File: src/design/assert_macros.svh
// Assertion macros shared by the life generation engine modules.
// Depends on nothing; included by the controller and the datapath.
`ifndef ASSERT_MACROS_SVH
`define ASSERT_MACROS_SVH
`ifndef ASSERT_OFF
// Same-cycle implication, checked outside reset.
`define ASSERT_IMPLY(label, clk, rstn, ante, cons) \
    label: assert property (@(posedge clk) disable iff (!rstn) (ante) |-> (cons)) \
        else $error("assertion failed");
// Next-cycle implication, checked outside reset.
`define ASSERT_NEXT(label, clk, rstn, ante, cons) \
    label: assert property (@(posedge clk) disable iff (!rstn) (ante) |=> (cons)) \
        else $error("assertion failed");
`else
`define ASSERT_IMPLY(label, clk, rstn, ante, cons)
`define ASSERT_NEXT(label, clk, rstn, ante, cons)
`endif
`endif

File: src/design/gle_pkg.sv
// Package of the life generation engine: sizes, command codes, state and
// interface types, and the B3/S23 cell rule. Depends on nothing.
package gle_pkg;

    // Grid storage size.
    localparam int MAX_ROWS = 64;
    localparam int MAX_COLS = 64;

    // Widths derived from the storage size.
    localparam int ROW_AW = $clog2(MAX_ROWS);
    localparam int COL_AW = $clog2(MAX_COLS);
    localparam int CNT_W  = $clog2(MAX_ROWS + 2);

    // Field widths of the ports.
    localparam int CMD_W    = 2;
    localparam int ROW_W    = 6;
    localparam int COL_W    = 6;
    localparam int CFG_W    = 7;
    localparam int CFG_IDX_W = 1;

    // Command codes; the fourth code does nothing.
    localparam logic [CMD_W-1:0] CMD_WRITE = 2'd0;
    localparam logic [CMD_W-1:0] CMD_STEP  = 2'd1;
    localparam logic [CMD_W-1:0] CMD_READ  = 2'd2;

    // Configuration register indexes and reset values.
    localparam logic [CFG_IDX_W-1:0] CFG_ROWS_USED = 1'd0;
    localparam logic [CFG_IDX_W-1:0] CFG_COLS_USED = 1'd1;
    localparam logic [CFG_W-1:0]     ROWS_USED_RST = 7'd64;
    localparam logic [CFG_W-1:0]     COLS_USED_RST = 7'd64;

    // Neighbor counts of the rule.
    localparam logic [3:0] LIFE_KEEP = 4'd2;
    localparam logic [3:0] LIFE_BORN = 4'd3;

    typedef enum logic [1:0] {
        ST_IDLE,
        ST_CELL,
        ST_STEP,
        ST_DONE
    } state_t;

    // Commands from the controller to the datapath.
    typedef struct packed {
        logic capture;
        logic cell_rd;
        logic cell_update;
        logic step_run;
        logic out_load;
    } ctrl_cmd_t;

    // Status from the datapath to the controller.
    typedef struct packed {
        logic step_last;
    } dp_status_t;

    // B3/S23: born with three neighbors, survives with two or three.
    function automatic logic life_next(logic [3:0] count, logic alive);
        return (count == LIFE_BORN) || ((count == LIFE_KEEP) && alive);
    endfunction

endpackage

File: src/design/gle_ctrl.sv
// Controller of the life generation engine: command sequencing and the
// output valid flag. Depends on gle_pkg and assert_macros.svh.
`include "assert_macros.svh"

module gle_ctrl (
    input  logic                      aclk,
    input  logic                      aresetn,
    input  logic                      s_valid,
    output logic                      s_ready,
    input  logic [gle_pkg::CMD_W-1:0] s_cmd,
    output logic                      m_valid,
    input  logic                      m_ready,
    input  gle_pkg::dp_status_t       status,
    output gle_pkg::ctrl_cmd_t        cmd
);

    gle_pkg::state_t state_reg, state_next;
    logic            out_valid_reg, out_valid_next;
    logic            slot_free;

    // The output register can take a new item when empty or being drained.
    assign slot_free = !out_valid_reg || m_ready;

    // Next state.
    always_comb begin
        state_next = state_reg;
        unique case (state_reg)
            gle_pkg::ST_IDLE: begin
                if (s_valid) begin
                    if (s_cmd == gle_pkg::CMD_WRITE || s_cmd == gle_pkg::CMD_READ) begin
                        state_next = gle_pkg::ST_CELL;
                    end else if (s_cmd == gle_pkg::CMD_STEP) begin
                        state_next = gle_pkg::ST_STEP;
                    end else begin
                        state_next = gle_pkg::ST_DONE;
                    end
                end
            end
            gle_pkg::ST_CELL: state_next = gle_pkg::ST_DONE;
            gle_pkg::ST_STEP: begin
                if (status.step_last) begin
                    state_next = gle_pkg::ST_DONE;
                end
            end
            gle_pkg::ST_DONE: begin
                if (slot_free) begin
                    state_next = gle_pkg::ST_IDLE;
                end
            end
            default: state_next = gle_pkg::ST_IDLE;
        endcase
    end

    // Outputs and datapath commands.
    always_comb begin
        s_ready         = (state_reg == gle_pkg::ST_IDLE);
        cmd.capture     = s_valid && (state_reg == gle_pkg::ST_IDLE);
        cmd.cell_rd     = cmd.capture &&
                          (s_cmd == gle_pkg::CMD_WRITE || s_cmd == gle_pkg::CMD_READ);
        cmd.cell_update = (state_reg == gle_pkg::ST_CELL);
        cmd.step_run    = (state_reg == gle_pkg::ST_STEP);
        cmd.out_load    = (state_reg == gle_pkg::ST_DONE) && slot_free;
    end

    // Output valid: set on load, cleared when the item is taken.
    always_comb begin
        out_valid_next = out_valid_reg;
        if (cmd.out_load) begin
            out_valid_next = 1'b1;
        end else if (m_ready) begin
            out_valid_next = 1'b0;
        end
    end

    always_ff @(posedge aclk) begin
        if (!aresetn) begin
            state_reg     <= gle_pkg::ST_IDLE;
            out_valid_reg <= 1'b0;
        end else begin
            state_reg     <= state_next;
            out_valid_reg <= out_valid_next;
        end
    end

    assign m_valid = out_valid_reg;

    `ASSERT_IMPLY(a_valid_from_done, aclk, aresetn, $rose(out_valid_reg),
                  $past(state_reg) == gle_pkg::ST_DONE)
    `ASSERT_NEXT(a_accept_leaves_idle, aclk, aresetn, s_valid && s_ready,
                 state_reg != gle_pkg::ST_IDLE)
    `ASSERT_IMPLY(a_step_last_in_step, aclk, aresetn, status.step_last && cmd.step_run,
                  state_next == gle_pkg::ST_DONE)

endmodule

File: config.mk
export PLATFORM = sky130hd
export DESIGN_NAME = gle_ctrl
export DESIGN_NICKNAME = d
export VERILOG_FILES = /design/src/design/gle_pkg.sv /design/src/design/gle_ctrl.sv
export VERILOG_INCLUDE_DIRS = /design/src /design/src/design
export SDC_FILE = /design/constraint.sdc
export NUM_CORES = 1
export LEC_CHECK = 0
export ABC_AREA = 0
export BUFFER_PORTS_ARGS = -buffer_cell sky130_fd_sc_hd__buf_2
export CORE_AREA = 2 2 39 41
export DETAILED_ROUTE_END_ITERATION = 10
export DIE_AREA = 0 0 41 43
export SETUP_SLACK_MARGIN = 0.02
export SLEW_MARGIN = 10
export SYNTH_ARGS = -nofsm -noshare
export SYNTH_HDL_FRONTEND = slang
export SYNTH_SLANG_ARGS = --single-unit
File: constraint.sdc
create_clock -name aclk -period 1.2 [get_ports aclk]
set_input_delay 0.12 -clock aclk [delete_from_list [all_inputs] [get_ports aclk]]
set_output_delay 0.12 -clock aclk [all_outputs]
set_load 0.01 [all_outputs]
==> results of run 1 <==
## metal layers
layer,up-vias,track usage (%),wire length (µm)
li1,137,-,-
met1,118,9.236,255
met2,7,12.50,308
met3,0,3.141,29
met4,0,4.000,0
met5,-,0,0
## Yosys cell counts, drive strengths merged
| cell type | count | area, µm² |
|---|---|---|
| inv | 3 | 11.26 |
| nand2 | 3 | 11.26 |
| mux2 | 1 | 11.26 |
| and2 | 1 | 6.260 |
| o21a | 1 | 7.510 |
| mux2i | 2 | 20.02 |
| nand3b | 1 | 7.510 |
| and2b | 1 | 8.760 |
| buf | 1 | 7.510 |
| ha | 5 | 62.56 |
| o211ai | 1 | 7.510 |
| nor2b | 3 | 26.27 |
| a221o | 1 | 11.26 |
| dfxtp | 3 | 60.06 |
## layout make-up
class                           instances  area (µm²)  share of cell area, %
Multi-Input combinational cell         20       217.7                  46.03
Sequential cell                         3       62.56                  13.23
Clock buffer                            4       26.28                  5.556
Timing Repair Buffer                   21       135.1                  28.57
Tap cell                               16       20.02                  4.233
Inverter                                3       11.26                  2.381
## power by group through the flow
stage | logic, mW | clock network [mW] | registers, mW
global route | 0.809 | 0.190 | 0.182
finish | 0.717 | 0.170 | 0.177
global placement | 0.544 | 0 | 0.182
CTS | 0.654 | 0.179 | 0.177
floorplan | 0.353 | 0 | 0.176
detailed placement | 0.556 | 0 | 0.182
## worst register-to-register path, cell delays in order (launching register included)
cell and delay [ns]:
dfxtp_2 0.34, inv_2 0.05, buf_4 0.15, ha_2 0.18, a221o_2 0.38, mux2i_1 0.13
## kinds of logic (layout without fill, tap and decap cells)
group                      count (synthesis)  after routing  synth area share, %
AOI/OAI and AO/OA                          3              3                10.15
adders and majority gates                  5              5                24.15
buffers and inverters                      4             28                7.247
DFF                                        3              3                23.19
muxes                                      3              3                12.08
and+or+nand+nor                            9              9                23.19
## worst max path at each step
| stage | start | end | slack (ns) | cells past startpoint |
|---|---|---|---|---|
| 2_1_floorplan | state_reg[1] | state_reg[0] | -0.03 | 5 |
| 3_3_place_gp | state_reg[1] | state_reg[1] | -0.06 | 5 |
| 3_5_place_dp | state_reg[1] | state_reg[1] | -0.07 | 5 |
| 4_1_cts | state_reg[1] | cmd[3] | -0.19 | 6 |
| 5_1_grt | state_reg[1] | cmd[3] | -0.22 | 6 |
| 6_report | state_reg[1] | cmd[3] | -0.17 | 6 |
## stage by stage
step	area, µm²	utilization [%]	setup WS [ns]	TNS [ns]	hold WS (ns)
global placement	391.6	28.30	-0.05513	-0.1094	0.4010
detailed placement	391.6	28.30	-0.07092	-0.1354	0.4056
CTS	446.7	32.28	-0.1880	-0.7615	0.1634
finish	473.0	34.18	-0.1718	-0.7761	0.1730
global route	473.0	34.18	-0.2158	-1.163	0.1731
floorplan	276.5	-	-0.02781	-0.05133	0.2375
## what timing repair did
item,in CTS,in global routing
setup endpoints to repair,6,7
pin swaps,1,1
hold endpoints to repair,0,0
gates resized for setup,2,3
setup buffers,3,0
==> metrics.md, run 1 <==
| Metric | Value |
|---|---|
| CTS Buf Count | 3 |
| Unique masters post-synth | 15 |
| Reg2Reg Depth | 5 |
| NumNets Final | 64 |
| Clock network fraction of total power | 16.0% |
| Worst path slowest cell | dfxtp_2 |
| Worst slew pin tran | 0.1231 ns |
| Reg-to-Reg End | state_reg[1] |
| PwrDens | 2249 mW/mm² |
| Hold Vio Cnt, Final | 0 |
| TritonCTS sink count | 3 |
| Combinational share of power | 67.4% |
| Critical path arrival | 1.25 ns |
| Routed via count | 262 |
| Yosys Warn Count | 0 |
| Max-slew violations | 0 |
| Final Worst Setup Slack | -0.1718 ns |
| Minimum clock period | 1.372 ns |
| Max FFs per register | 2 |
| Worst skew pair latency | 0.23 ns |
| Clock Tree Buf Depth | 2 |
| RR Startpoint | state_reg[0] |
| Initial DRC count | 1 |
| Post-Syn Area | 259.0 µm² |
| Max-slew headroom | 91.56% |
| Setup CP Type | reg2out |
| Most frequent cells in the layout | 12 x buf_2, 7 x buf_4, 3 x nand2_1, 3 x clkbuf_4 |
| Final ANT Viol Nets | 0 |
| Flop pwr share | 16.7% |
| Synth Register Bits | 3 |
| CP Data Required Time | 1.08 ns |
| Drt first pass iters | 2 |
| Hold buffers post-CTS | 0 |
| Hold Path End | m_valid |
| Failing checks | setup timing |
| Worst-path maximum fanout | 4 |
| CP peak stage delay | 0.35 ns |
| RSZ-0062 raised after global routing | true |
| Crit path cell chain | inv_2 > ha_4 > buf_6 > and2_4 > nor2b_4 > buf_6 |
| Leak | 0.2340 nW |
| CP endpoint kind | output port |
| IO Port Bufs | 13 |
| Most used cell along the critical path | buf_6 |
| Initial antenna violation count | 0 |
| Largest net degree at the start of global routing | 6 |
| Chip Width | 41 µm |
| Clock root cell | clkbuf_4 |
| Final wirelength | 594 µm |
| WL/cell | 8.866 µm |
| Die area | 0.001763 mm² |
| Post-Syn Area per Cell | 9.593 µm² |
| Htree depth | 1 |
| Vias in the first global route | 273 |
| Die Ht | 43 µm |
| Synth Instances | 27 |
| Total power | 1.064 mW |
| Fill count | 151 |
| Final non-filler cell total | 67 |
| Power Internal | 694.4 µW |
| Routability Congestion | 0.6593 |
| First-pass GRT wire length | 993 µm |
| # diodes | 0 |
| Drt drc | 0 |
| Crit start category | flop |
| Total of max-cap violations | 0 |
| Final number of setup-violating endpoints | 6 |
| Core Area | 0.001384 mm² |
| Skew final | 0.0009744 ns |
| Seq/Total Area, Yosys | 23.19% |
| Most common cell after layout, fill and taps aside | buf_2 |
| Sw Ratio | 34.72% |
| CTS tree | yes |
| Period Utilization, post-route | 114.3% |
| Status | complete, but fails checks |
| Placed Cells | 60 |
| Layout cell share with drive strength beyond 1 | 72.55% |
| Bufs and invs on worst path | 3 |
| Hold Path Origin | aresetn |
| Tightest Hold Check Type | in2reg |
| Net Switching | 369.3 µW |
| CP top delay family | flip-flops |
| Peak VDD IR | 554.2 µV |
| Top Ports | 14 |
| Clock slew at reported path FFs | 0.03 ns |
| Site row count | 14 |
| FMAX | 729.0 MHz |
| Layout area overhead | 82.61% |
| Initial core utilization | 18.72% |
| Total GRT Usage | 8.108% |
| Syn_nets | 39 |
| Reg2reg setup slack | -0.15 ns |
| Worst hold stages | 2 |
| GR Overflow Total | 0 |
| Vias per cell | 3.910 |
Note: power is estimated with default switching activity, not from simulation.
==> run 2: changes to the inputs <==
- clock period: 1.2 -> 1.75 ns (I/O delays scaled with it)
==> metrics.md, run 2 (synthesis results as in run 1) <==
| Metric | Value |
|---|---|
| Skew final | 0.0007999 ns (was 0.0009744 ns) |
| First-pass GRT wire length | 731 µm (was 993 µm) |
| CP peak stage delay | 0.37 ns (was 0.35 ns) |
| Crit path cell chain | inv_1 > ha_1 > and2_1 > nor2b_1 > buf_2 (was inv_2 > ha_4 > buf_6 > and2_4 > nor2b_4 > buf_6) |
| Worst-path maximum fanout | 4 (unchanged) |
| Setup CP Type | reg2out (unchanged) |
| Initial antenna violation count | 0 (unchanged) |
| PwrDens | 1440 mW/mm² (was 2249 mW/mm²) |
| RR Startpoint | state_reg[0] (unchanged) |
| WL/cell | 8.288 µm (was 8.866 µm) |
| Routed via count | 225 (was 262) |
| Die area | 0.001763 mm² (unchanged) |
| Total of max-cap violations | 0 (unchanged) |
| Total GRT Usage | 6.713% (was 8.108%) |
| CP Data Required Time | 1.57 ns (was 1.08 ns) |
| Final non-filler cell total | 59 (was 67) |
| Clock root cell | clkbuf_4 (unchanged) |
| CTS Buf Count | 3 (unchanged) |
| Vias in the first global route | 205 (was 273) |
| Initial DRC count | 4 (was 1) |
| Worst path slowest cell | dfxtp_1 (was dfxtp_2) |
| Dpl ws | 0.3449 ns (was -0.07092 ns) |
| Routability Congestion | 0.6469 (was 0.6593) |
| Drt first pass iters | 2 (unchanged) |
| Tightest Hold Check Type | in2reg (unchanged) |
| Final wirelength | 489 µm (was 594 µm) |
| Die Ht | 43 µm (unchanged) |
| Clock Tree Buf Depth | 2 (unchanged) |
| Clock slew at reported path FFs | 0.04 ns (was 0.03 ns) |
| Fill count | 154 (was 151) |
| FMAX | 673.1 MHz |
| Total power | 522.3 µW (was 1.064 mW) |
| Final TNS setup | 0 ns (was -0.7761 ns) |
| Crit start category | flop (unchanged) |
| Placed Cells | 55 (was 60) |
| NumNets Final | 56 (was 64) |
| Layout Utilization | 26.22% (was 34.18%) |
| CTS tree | yes (unchanged) |
| Critical path arrival | 1.31 ns (was 1.25 ns) |
| Hold Path End | m_valid (unchanged) |
| Core Area | 0.001384 mm² (unchanged) |
| Max-slew violations | 0 (unchanged) |
| Hold buffers post-CTS | 0 (unchanged) |
| CP endpoint kind | output port (unchanged) |
| Most common cell after layout, fill and taps aside | buf_2 (unchanged) |
| Most frequent cells in the layout | 13 x buf_2, 5 x ha_1 (was 12 x buf_2, 7 x buf_4, 3 x nand2_1, 3 x clkbuf_4) |
| Layout cell share with drive strength beyond 1 | 46.51% (was 72.55%) |
| Reg-to-Reg End | state_reg[0] (was state_reg[1]) |
| GR Overflow Total | 0 (unchanged) |
| Reg2reg setup slack | 0.35 ns (was -0.15 ns) |
| Worst slew pin tran | 0.1626 ns (was 0.1231 ns) |
| Peak VDD IR | 372.8 µV (was 554.2 µV) |
| Post-CTS Setup Bufs | 0 (was 3) |
| Final number of setup-violating endpoints | 0 (was 6) |
| Reg2Reg Depth | 5 (unchanged) |
| Chip Width | 41 µm (unchanged) |
| Layout area overhead | 40.10% (was 82.61%) |
| Htree depth | 1 (unchanged) |
| Post-DP Area | 336.6 µm² (was 391.6 µm²) |
| Final ANT Viol Nets | 0 (unchanged) |
| Final Worst Setup Slack | 0.2643 ns (was -0.1718 ns) |
| Hold Path Origin | aresetn (unchanged) |
| Leak | 0.1876 nW (was 0.2340 nW) |
| PostCTS Resize Cnt | 0 (was 2) |
| Max-slew headroom | 89.11% (was 91.56%) |
| TritonCTS sink count | 3 (unchanged) |
| RSZ-0062 raised after global routing | false (was true) |
| Top Ports | 14 (unchanged) |
| Status | finished clean (was complete, but fails checks) |
| Max FFs per register | 2 (unchanged) |
| Worst hold stages | 2 (unchanged) |
| Worst hold slack | 0.2121 ns (was 0.1730 ns) |
| Minimum clock period | 1.486 ns |
| Largest net degree at the start of global routing | 6 (unchanged) |
| Final Cell Area | 362.8 µm² (was 473.0 µm²) |
| Multi-input gate area | 180.2 µm² (was 217.7 µm²) |
| Vias per cell | 3.814 (was 3.910) |
| Worst skew pair latency | 0.23 ns (about the same) |
| DPL Wire Length | 428.5 µm |
| Drt drc | 0 (unchanged) |
| Site row count | 14 (unchanged) |
| Period Utilization, post-route | 84.90% |
| FF/Latch Area | 60.06 µm² (was 62.56 µm²) |
| # diodes | 0 (unchanged) |
| Initial core utilization | 18.72% (unchanged) |
| Hold Vio Cnt, Final | 0 (unchanged) |
| IO Port Bufs | 13 (unchanged) |
run 2: cell types whose count changed in the layout (fill, tap and decap cells not counted), moves of 2 or more:
cell,previous run,this run
dfxtp_2,2,0
ha_4,2,0
inv_1,1,3
ha_1,2,5
buf_6,2,0
dfxtp_1,1,3
inv_2,2,0
buf_4,7,0
run 2: worst max-delay path: cells and delay by family, from the launching register on:
| family | cells | cell delay (ns) |
|---|---|---|
| adder cells (fa/ha/maj) | 1 | 0.22 |
| buffers and inverters | 2 | 0.23 |
| flip-flops | 1 | 0.37 |
| AND/OR/NAND/NOR | 2 | 0.26 |
run 2: layout make-up:
cell class	count	share of cell area [%]
clock buffer	4	7.241
inverter	3	3.103
multi-input combinational	20	49.66
sequential	3	16.55
tap	16	5.517
timing repair buffer	13	17.93
run 2: where the power goes:
group | total (mW) | switching [mW] | internal [mW] | leakage, nW
clock network | 0.120 | 0.0349 | 0.0854 | 0.0150
registers | 0.116 | 0.0236 | 0.0924 | 0.0247
logic | 0.286 | 0.141 | 0.145 | 0.148
run 2: worst max path at each step:
stage	startpoint	end	slack, ns	depth (start not counted)
final	state_reg[0]	cmd[3]	0.26	5
after floorplan	state_reg[0]	state_reg[0]	0.39	5
after global placement	state_reg[0]	state_reg[0]	0.36	5
after global routing	state_reg[0]	cmd[3]	0.16	5
after CTS	state_reg[0]	cmd[3]	0.24	5
after detailed placement	state_reg[0]	state_reg[0]	0.34	5
run 2: metal layers:
metal | GRT usage, % | up-vias | routed length, µm
met4 | 8.000 | 0 | 0
met3 | 3.141 | 0 | 27
li1 | - | 121 | -
met5 | 0 | - | 0
met2 | 7.813 | 7 | 238
met1 | 7.668 | 97 | 223
